File: src/es2cal_pkg.sv
// Types, constants and the month length function of the date converter.
package es2cal_pkg;

    localparam logic [16:0] SECS_PER_DAY    = 17'd86400;
    localparam logic [16:0] SECS_PER_HOUR   = 17'd3600;
    localparam logic [16:0] SECS_PER_MIN    = 17'd60;
    localparam logic [16:0] DAYS_PER_WEEK   = 17'd7;
    localparam logic [15:0] EPOCH_WEEKDAY   = 16'd2;
    localparam logic [11:0] EPOCH_YEAR      = 12'd1980;
    localparam logic [8:0]  EPOCH_MOD400    = 9'd380;
    localparam logic [6:0]  EPOCH_MOD100    = 7'd80;
    localparam logic [8:0]  MOD400_LAST     = 9'd399;
    localparam logic [6:0]  MOD100_LAST     = 7'd99;
    localparam logic [8:0]  DAYS_LEAP_YEAR  = 9'd366;
    localparam logic [8:0]  DAYS_COMMON_YEAR = 9'd365;
    localparam logic [9:0]  MS_PER_SEC      = 10'd1000;

    // Step counter and the last step index of each division phase: one step
    // forms the quotient, the next one the remainder.
    localparam int CNT_W = 1;
    localparam logic [CNT_W-1:0] DAY_LAST  = 1'b1;
    localparam logic [CNT_W-1:0] HOUR_LAST = 1'b1;
    localparam logic [CNT_W-1:0] MIN_LAST  = 1'b1;
    localparam logic [CNT_W-1:0] WDAY_LAST = 1'b1;

    // Rounded-up reciprocals of the odd part of each divisor.
    // Days: (secs >> 7) * ceil(2^35 / 675) >> 35.
    // Hours: (tod >> 4) * ceil(2^21 / 225) >> 21.
    // Minutes: (rest >> 2) * ceil(2^14 / 15) >> 14.
    // Weekday: (days + 2) * ceil(2^19 / 7) >> 19.
    localparam logic [25:0] DAY_RECIP  = 26'd50903317;
    localparam logic [25:0] HOUR_RECIP = 26'd9321;
    localparam logic [25:0] MIN_RECIP  = 26'd1093;
    localparam logic [25:0] WDAY_RECIP = 26'd74899;

    localparam logic [3:0] MONTH_FEB  = 4'd1;
    localparam logic [3:0] MONTH_LAST = 4'd11;

    typedef enum logic [1:0] {
        DIV_DAY,
        DIV_HOUR,
        DIV_MIN,
        DIV_WDAY
    } div_sel_t;

    typedef struct packed {
        logic     load;
        logic     div_step;
        logic     div_last;
        div_sel_t div_sel;
        logic     year_step;
        logic     month_step;
        logic     finish;
    } cmd_t;

    typedef struct packed {
        logic year_done;
        logic month_done;
    } status_t;

    // Days in a month; idx 0 is January.
    function automatic logic [4:0] month_len(input logic [3:0] idx, input logic leap);
        logic [4:0] len;
        if (idx == MONTH_FEB)
        begin
            len = leap ? 5'd29 : 5'd28;
        end
        else if (idx == 4'd3 || idx == 4'd5 || idx == 4'd8 || idx == 4'd10)
        begin
            len = 5'd30;
        end
        else
        begin
            len = 5'd31;
        end
        return len;
    endfunction

endpackage

File: src/epoch_seconds_to_calendar_date.sv
// Top level of the converter from seconds since 1980 to calendar date and time.
//
// Usage: present whole_seconds (seconds since 1980-01-01 00:00:00) and millis_in,
// and raise start. The transaction is accepted at a rising edge where start is
// high and busy is low; busy then stays high until the result is ready.
// The result appears on year, month, day, hour, minute, second_out, millis_out
// and weekday, marked by done for exactly one cycle. The receiver cannot stall
// the block; it must take the result in that cycle. Busy drops in the same
// cycle that done is high, so the next transaction may start right away.
// From acceptance to done the block performs four divisions by constants
// (days, hours, minutes, weekday), each a reciprocal multiply for the quotient
// and a multiply-subtract for the remainder, then a walk over the elapsed years
// and a walk over the elapsed months, each closed by a final step. The year walk
// sets the upper bound on the time to done.
// One transaction is processed at a time.
// Reset (rst_n low, asynchronous) returns the sequencer to idle and clears
// done; a transaction in flight is dropped.
module epoch_seconds_to_calendar_date (
    input  logic        clk,
    input  logic        rst_n,
    input  logic        start,
    output logic        busy,
    input  logic [31:0] whole_seconds,
    input  logic [9:0]  millis_in,
    output logic        done,
    output logic [11:0] year,
    output logic [3:0]  month,
    output logic [4:0]  day,
    output logic [4:0]  hour,
    output logic [5:0]  minute,
    output logic [5:0]  second_out,
    output logic [9:0]  millis_out,
    output logic [2:0]  weekday
);
    import es2cal_pkg::*;

    // Commands from the sequencer and status back from the datapath.
    cmd_t    cmd;
    status_t status;

    es2cal_ctrl u_ctrl (
        .clk    (clk),
        .rst_n  (rst_n),
        .start  (start),
        .status (status),
        .cmd    (cmd),
        .busy   (busy),
        .done   (done)
    );

    // The datapath holds the dividers, the year and month walk, and the
    // result registers, which stay put until the next transaction updates them.
    es2cal_dpath u_dpath (
        .clk           (clk),
        .cmd           (cmd),
        .whole_seconds (whole_seconds),
        .millis_in     (millis_in),
        .status        (status),
        .year          (year),
        .month         (month),
        .day           (day),
        .hour          (hour),
        .minute        (minute),
        .second_out    (second_out),
        .millis_out    (millis_out),
        .weekday       (weekday)
    );

endmodule

File: src/es2cal_ctrl.sv
// Sequencer of the date converter: walks the division, year and month phases.
module es2cal_ctrl (
    input  logic                clk,
    input  logic                rst_n,
    input  logic                start,
    input  es2cal_pkg::status_t status,
    output es2cal_pkg::cmd_t    cmd,
    output logic                busy,
    output logic                done
);
    import es2cal_pkg::*;

    typedef enum logic [2:0] {
        S_IDLE,
        S_DAY,
        S_HOUR,
        S_MIN,
        S_WDAY,
        S_YEAR,
        S_MONTH
    } state_t;

    state_t           state_reg, state_next;
    logic [CNT_W-1:0] cnt_reg, cnt_next;
    logic             done_reg, done_next;

    always_comb
    begin
        cmd        = '0;
        cmd.div_sel = DIV_DAY;
        state_next = state_reg;
        cnt_next   = cnt_reg;
        done_next  = 1'b0;
        unique case (state_reg)
            S_IDLE:
            begin
                if (start)
                begin
                    cmd.load   = 1'b1;
                    state_next = S_DAY;
                    cnt_next   = DAY_LAST;
                end
            end
            S_DAY:
            begin
                cmd.div_step = 1'b1;
                cmd.div_sel  = DIV_DAY;
                cnt_next     = cnt_reg - 1'b1;
                if (cnt_reg == '0)
                begin
                    cmd.div_last = 1'b1;
                    state_next   = S_HOUR;
                    cnt_next     = HOUR_LAST;
                end
            end
            S_HOUR:
            begin
                cmd.div_step = 1'b1;
                cmd.div_sel  = DIV_HOUR;
                cnt_next     = cnt_reg - 1'b1;
                if (cnt_reg == '0)
                begin
                    cmd.div_last = 1'b1;
                    state_next   = S_MIN;
                    cnt_next     = MIN_LAST;
                end
            end
            S_MIN:
            begin
                cmd.div_step = 1'b1;
                cmd.div_sel  = DIV_MIN;
                cnt_next     = cnt_reg - 1'b1;
                if (cnt_reg == '0)
                begin
                    cmd.div_last = 1'b1;
                    state_next   = S_WDAY;
                    cnt_next     = WDAY_LAST;
                end
            end
            S_WDAY:
            begin
                cmd.div_step = 1'b1;
                cmd.div_sel  = DIV_WDAY;
                cnt_next     = cnt_reg - 1'b1;
                if (cnt_reg == '0)
                begin
                    cmd.div_last = 1'b1;
                    state_next   = S_YEAR;
                end
            end
            S_YEAR:
            begin
                cmd.year_step = 1'b1;
                if (status.year_done)
                begin
                    state_next = S_MONTH;
                end
            end
            S_MONTH:
            begin
                cmd.month_step = 1'b1;
                if (status.month_done)
                begin
                    cmd.finish = 1'b1;
                    done_next  = 1'b1;
                    state_next = S_IDLE;
                end
            end
            default:
            begin
                state_next = S_IDLE;
            end
        endcase
    end

    always_ff @(posedge clk or negedge rst_n)
    begin
        if (!rst_n)
        begin
            state_reg <= S_IDLE;
            cnt_reg   <= '0;
            done_reg  <= 1'b0;
        end
        else
        begin
            state_reg <= state_next;
            cnt_reg   <= cnt_next;
            done_reg  <= done_next;
        end
    end

    assign busy = (state_reg != S_IDLE);
    assign done = done_reg;

endmodule

File: src/es2cal_dpath.sv
// Datapath of the date converter: reciprocal dividers and calendar walk.
module es2cal_dpath (
    input  logic                clk,
    input  es2cal_pkg::cmd_t    cmd,
    input  logic [31:0]         whole_seconds,
    input  logic [9:0]          millis_in,
    output es2cal_pkg::status_t status,
    output logic [11:0]         year,
    output logic [3:0]          month,
    output logic [4:0]          day,
    output logic [4:0]          hour,
    output logic [5:0]          minute,
    output logic [5:0]          second_out,
    output logic [9:0]          millis_out,
    output logic [2:0]          weekday
);
    import es2cal_pkg::*;

    logic [31:0] rem_reg, rem_next;
    logic [15:0] quo_reg, quo_next;
    logic [15:0] days_reg, days_next;
    logic [15:0] cday_reg, cday_next;
    logic [11:0] year_reg, year_next;
    logic [8:0]  mod400_reg, mod400_next;
    logic [6:0]  mod100_reg, mod100_next;
    logic [3:0]  mon_idx_reg, mon_idx_next;
    logic [4:0]  hour_reg, hour_next;
    logic [5:0]  min_reg, min_next;
    logic [5:0]  sec_reg, sec_next;
    logic [9:0]  ms_reg, ms_next;
    logic [2:0]  wday_reg, wday_next;
    logic [3:0]  month_reg, month_next;
    logic [4:0]  day_reg, day_next;

    logic [24:0] mul_a;
    logic [25:0] mul_b;
    logic [50:0] product;
    logic [15:0] quo_calc;
    logic [16:0] dvs;
    logic [31:0] back_prod;
    logic [31:0] rem_step;
    logic        leap;
    logic [8:0]  ylen;
    logic [4:0]  mlen;
    logic        year_done;
    logic        month_done;

    // Quotients come from a multiply by a rounded-up reciprocal and a shift. The
    // divisor's factor of two is shifted off the numerator first, which keeps the
    // quotient exact over the whole numerator range of each phase.
    always_comb
    begin
        unique case (cmd.div_sel)
            DIV_DAY:
            begin
                mul_a = rem_reg[31:7];
                mul_b = DAY_RECIP;
                dvs   = SECS_PER_DAY;
            end
            DIV_HOUR:
            begin
                mul_a = {12'd0, rem_reg[16:4]};
                mul_b = HOUR_RECIP;
                dvs   = SECS_PER_HOUR;
            end
            DIV_MIN:
            begin
                mul_a = {15'd0, rem_reg[11:2]};
                mul_b = MIN_RECIP;
                dvs   = SECS_PER_MIN;
            end
            DIV_WDAY:
            begin
                mul_a = {9'd0, rem_reg[15:0]};
                mul_b = WDAY_RECIP;
                dvs   = DAYS_PER_WEEK;
            end
        endcase
        product = mul_a * mul_b;
        unique case (cmd.div_sel)
            DIV_DAY:  quo_calc = product[50:35];
            DIV_HOUR: quo_calc = product[36:21];
            DIV_MIN:  quo_calc = product[29:14];
            DIV_WDAY: quo_calc = product[34:19];
        endcase
    end

    // The remainder step uses the quotient registered in the step before.
    assign back_prod = {16'd0, quo_reg} * {15'd0, dvs};
    assign rem_step  = rem_reg - back_prod;

    // Gregorian rule: every fourth year, except centuries not divisible by 400.
    assign leap = ((mod400_reg[1:0] == 2'b00) && (mod100_reg != '0)) || (mod400_reg == '0);
    assign ylen = leap ? DAYS_LEAP_YEAR : DAYS_COMMON_YEAR;
    assign mlen = month_len(mon_idx_reg, leap);

    assign year_done  = (cday_reg < {7'd0, ylen});
    assign month_done = (mon_idx_reg == MONTH_LAST) || (cday_reg < {11'd0, mlen});

    always_comb
    begin
        rem_next     = rem_reg;
        quo_next     = quo_reg;
        days_next    = days_reg;
        cday_next    = cday_reg;
        year_next    = year_reg;
        mod400_next  = mod400_reg;
        mod100_next  = mod100_reg;
        mon_idx_next = mon_idx_reg;
        hour_next    = hour_reg;
        min_next     = min_reg;
        sec_next     = sec_reg;
        ms_next      = ms_reg;
        wday_next    = wday_reg;
        month_next   = month_reg;
        day_next     = day_reg;

        if (cmd.load)
        begin
            rem_next = whole_seconds;
            quo_next = '0;
            ms_next  = (millis_in >= MS_PER_SEC) ? (millis_in - MS_PER_SEC) : millis_in;
        end

        if (cmd.div_step)
        begin
            if (!cmd.div_last)
            begin
                quo_next = quo_calc;
            end
            else
            begin
                rem_next = rem_step;
                unique case (cmd.div_sel)
                    DIV_DAY:
                    begin
                        days_next = quo_reg;
                    end
                    DIV_HOUR:
                    begin
                        hour_next = quo_reg[4:0];
                    end
                    DIV_MIN:
                    begin
                        min_next = quo_reg[5:0];
                        sec_next = rem_step[5:0];
                        rem_next = {16'd0, days_reg + EPOCH_WEEKDAY};
                    end
                    DIV_WDAY:
                    begin
                        wday_next    = rem_step[2:0];
                        cday_next    = days_reg;
                        year_next    = EPOCH_YEAR;
                        mod400_next  = EPOCH_MOD400;
                        mod100_next  = EPOCH_MOD100;
                        mon_idx_next = '0;
                    end
                endcase
            end
        end

        if (cmd.year_step && !year_done)
        begin
            cday_next   = cday_reg - {7'd0, ylen};
            year_next   = year_reg + 1'b1;
            mod400_next = (mod400_reg == MOD400_LAST) ? '0 : (mod400_reg + 1'b1);
            mod100_next = (mod100_reg == MOD100_LAST) ? '0 : (mod100_reg + 1'b1);
        end

        if (cmd.month_step && !month_done)
        begin
            cday_next    = cday_reg - {11'd0, mlen};
            mon_idx_next = mon_idx_reg + 1'b1;
        end

        if (cmd.finish)
        begin
            month_next = mon_idx_reg + 1'b1;
            day_next   = cday_reg[4:0] + 1'b1;
        end
    end

    always_ff @(posedge clk)
    begin
        rem_reg     <= rem_next;
        quo_reg     <= quo_next;
        days_reg    <= days_next;
        cday_reg    <= cday_next;
        year_reg    <= year_next;
        mod400_reg  <= mod400_next;
        mod100_reg  <= mod100_next;
        mon_idx_reg <= mon_idx_next;
        hour_reg    <= hour_next;
        min_reg     <= min_next;
        sec_reg     <= sec_next;
        ms_reg      <= ms_next;
        wday_reg    <= wday_next;
        month_reg   <= month_next;
        day_reg     <= day_next;
    end

    assign status.year_done  = year_done;
    assign status.month_done = month_done;

    assign year       = year_reg;
    assign month      = month_reg;
    assign day        = day_reg;
    assign hour       = hour_reg;
    assign minute     = min_reg;
    assign second_out = sec_reg;
    assign millis_out = ms_reg;
    assign weekday    = wday_reg;

endmodule

File: config.mk
export PLATFORM = sky130hd
export DESIGN_NAME = epoch_seconds_to_calendar_date
export DESIGN_NICKNAME = d
export VERILOG_FILES = /design/src/es2cal_pkg.sv /design/src/epoch_seconds_to_calendar_date.sv /design/src/es2cal_ctrl.sv /design/src/es2cal_dpath.sv
export SDC_FILE = /design/constraint.sdc
export NUM_CORES = 2
export LEC_CHECK = 0
export BUFFER_PORTS_ARGS = -buffer_cell sky130_fd_sc_hd__buf_4
export CORE_MARGIN = 10
export CORE_UTILIZATION = 45
export DETAILED_ROUTE_END_ITERATION = 10
export PLACE_DENSITY = 0.58
export SETUP_SLACK_MARGIN = 0.15
export SLEW_MARGIN = 20
export SYNTH_ARGS = -nofsm -noshare
export SYNTH_HDL_FRONTEND = slang
export SYNTH_HIERARCHICAL = 1
export SYNTH_SLANG_ARGS = --single-unit
export TNS_END_PERCENT = 10
File: constraint.sdc
create_clock -name clk -period 12 [get_ports clk]
set_input_delay 1.8 -clock clk [delete_from_list [all_inputs] [get_ports clk]]
set_output_delay 1.8 -clock clk [all_outputs]
set_load 0.1 [all_outputs]
==> key figures <==
Logic synthesis
  – Mapped Cells: 3,408
  – Post-Synth Simple-Gate Area: 0.102
  – Syn avg cell area: 9.34 µm²
  – Largest family of logic cells by synthesized area: adder cells
  – Sequential area share after synthesis: 0.131
  – Compound-gate portion of the synthesized area: 0.102
  – Top-count cell post-synth: inv_1
  – Number of synthesized flops with an enable pin: 103
  – Synth async-reset ratio: 0.0321
  – Ys Warns: 6
  – Dominant synthesized flop cell: edfxtp_1
  – Post-Syn Area: 31,800 µm²
  – Adder-Cell Fraction of Synth Area: 0.505
  – Seq cells post-synth: 156
  – Post-synthesis cell type count: 79
  – Synth area leader: fa_1
  – Top post-synthesis cells by count: inv_1, fa_1, ha_1
  – Synth Area in XOR/XNOR: 0.0341
  – Top post-synthesis cells by area: fa_1, ha_1, inv_1
  – Synth top area share: 0.335
  – Mux cell area share after synthesis: 0.0104

Layout
  – Number of flip-flops in the largest register: 32
  – Layout cells sized above 1: 0.0517
  – Fillers: 6,729
  – Area growth syn-to-layout: 7.29%
  – Multi-input gate area: 24,000 µm²
  – Final Non-Filler Cells: 4,419
  – N_diodes: 0
  – Final net count: 4,476
  – Reg area: 4180 µm²

Critical path
  – WP data arrival: 10.47 ns
  – CP Launch Type: register
  – Worst reg-to-reg setup slack: 1.85 ns
  – Reg2Reg Depth: 32
  – WP buf/inv: 7
  – CP endpoint kind: register
  – Largest stage delay, worst path: 0.76 ns
  – Crit path from: u_ctrl/state_reg[0]$_DFFE_PN0P_
  – Critical setup path kind: register to register
  – Critical Path RT: 12.32 ns
  – Delay-heaviest family, CP: adder cells
  – Critical Path Sink: u_dpath/quo_reg[14]$_DFF_P_
  – Crit path top cell by count: fa_1
  – CP Max Fanout: 77
  – Worst flop-to-flop path endpoint: u_dpath/quo_reg[14]$_DFF_P_
  – WP depth: 32
  – Launch point of the worst reg-to-reg path: u_ctrl/state_reg[0]$_DFFE_PN0P_
  – Critical-path top delay cell: ha_4

Clock network
  – TritonCTS clock tree: done
  – Clock Pin Slew Worst Setup and Hold Paths: 0.06 ns
  – Post-CTS setup repair buffer count: 0
  – CTS resizes: 0
  – Clock Tree Buf Depth: 2
  – Post-CTS Hold Buffers: 0
  – H-tree level count: 4
  – CTS Buf Count: 17
  – Clock Sinks: 156
  – Clk_lat worst skew: 0.46 ns
  – Root buffer cell: clkbuf_16

Global routing
  – First-pass GRT wire length: 142,000 µm
  – Number of global-route vias before repair: 23,798
  – Grt total ovfl: 0
  – Initial antenna violation count: 1
  – Met3 usage: 0.0322
  – Largest net degree at the start of global routing: 78
  – Top Usage Layer GRT: met2
  – Met1 Use GR: 0.305
  – Met2 Use GR: 0.368
  – Total GRT Usage: 0.226

Drt
  – Via count: 23,338
  – DRC viols: 0
  – DR WL/cell: 20.5 µm
  – Vias per cell: 5.28
  – Post-Route WL: 90,700 µm
  – Antenna Violating Nets Remaining: 0
  – Detailed Route Iter0 Violations: 1,688
  – DR pass1 iterations: 7

Timing
  – Max Clock Skew: 0.0135 ns
  – Pins over their slew limit: 0
  – Final Cycle Share: 0.846
  – Pin slew with the least headroom to its limit: 0.995 ns
  – TNS Setup: 0 ns
  – Min Tclk post-route: 10.15 ns
  – Unrepaired setup endpoints after global routing: false
  – Final Hold Vio Count: 0
  – Slew margin rel.: 0.334
  – Setup violators final: 0
  – FMAX: 0.0985 GHz

Placement
  – Placed Cells incl. Taps: 4,387
  – RD Place Congestion: 0.963
  – IO Port Bufs: 97
  – Hpwl dp: 77,100 µm

Die
  – Row Count: 97
  – Die X: 286 µm
  – Top-level I/O count: 98
  – Full die area: 81,700 µm²
  – Initial Utilization: 0.454
  – Total core area: 70,000 µm²
  – Die Span Y: 286 µm

Flow run
  – Max_cap viols: 0

Status
  – Outcome: finished, final reports clean

Min path
  – Worst min-delay path category: register to register
-- how the worst min path moves through the flow --
stage	from	end	slack, ns	depth (start not counted)
after floorplan	u_dpath/quo_reg[15]$_DFF_P_	u_dpath/days_reg[15]$_DFFE_PP_	0.50	0
after CTS	u_dpath/rem_reg[18]$_DFF_P_	u_dpath/rem_reg[18]$_DFF_P_	0.58	2
after global placement	u_dpath/rem_reg[18]$_DFF_P_	u_dpath/rem_reg[18]$_DFF_P_	0.57	2
after global routing	u_dpath/rem_reg[19]$_DFF_P_	u_dpath/rem_reg[19]$_DFF_P_	0.63	2
after detailed placement	u_dpath/rem_reg[18]$_DFF_P_	u_dpath/rem_reg[18]$_DFF_P_	0.57	2
final	u_dpath/rem_reg[18]$_DFF_P_	u_dpath/rem_reg[18]$_DFF_P_	0.58	2
-- tightest hold or removal path, cell delays in order (launching register included) --
cell and delay (ns):
dfxtp_1 0.32, mux2i_1 0.12, o22ai_1 0.09
-- per-stage QoR --
stage                util  area, µm²  hold slack [ns]  setup slack, ns
floorplan               -      31900            0.502             3.13
finish              0.488      34100            0.585             1.85
detailed placement  0.480      33600            0.566             1.99
global route        0.488      34100            0.628             1.26
global placement    0.480      33600            0.572             2.09
CTS                 0.488      34100            0.579             1.93
-- kinds of logic after synthesis --
| family | Yosys count |
|---|---|
| and+or+nand+nor | 669 |
| xor gates and xnor gates | 124 |
| adders and majority gates | 965 |
| DFF | 156 |
| other | 2 |
| muxes | 33 |
| buffers and inverters | 969 |
| AOI/OAI and AO/OA | 490 |
-- cell type report --
type,count,area share
sequential,156,0.122
tap,940,0.0344
inverter,873,0.0960
clock buffer,21,0.0129
clock inverter,11,0.00348
timing repair buffer,123,0.0270
multi-input combinational,2295,0.704
-- cells in the final DEF (no fill, tap or decap), types with 7 or more instances in the layout --
master     Yosys  layout
inv_1        872     872
fa_1         532     532
ha_1         433     430
nand2_1      243     243
a21oi_1      135     135
buf_4          4     123
nor2_1       123     123
edfxtp_1     103     103
and2_1        93      92
o21ai_0       89      88
xnor2_1       76      76
nand3_1       53      53
xor2_1        48      48
dfxtp_1       48      48
a21o_1        39      39
mux2i_1       32      32
nor2b_1       29      29
nor3_1        26      26
o22ai_1       26      26
and3_1        25      25
o211ai_1      24      24
nand2b_1      21      21
o21bai_1      21      21
a31oi_1       20      20
a221oi_1      19      19
clkbuf_16      0      17
nand4_1       15      15
a211oi_1      15      15
conb_1         2      14
o21a_1        13      13
o31ai_1       10      10
or2_2         10      10
a222oi_1      10      10
and4_1         8       8
a22o_1         7       7
-- per-layer routing --
layer / share of wire / vias to the layer above
met2: 0.46 / 741
met1: 0.44 / 11567
li1: - / 10914
met4: 0.038 / 0
met5: 0 / -
met3: 0.058 / 116
Power is left out: the tool's default activity adds up to more than one toggle a clock period on the data nets, which glitch-free logic cannot reach.
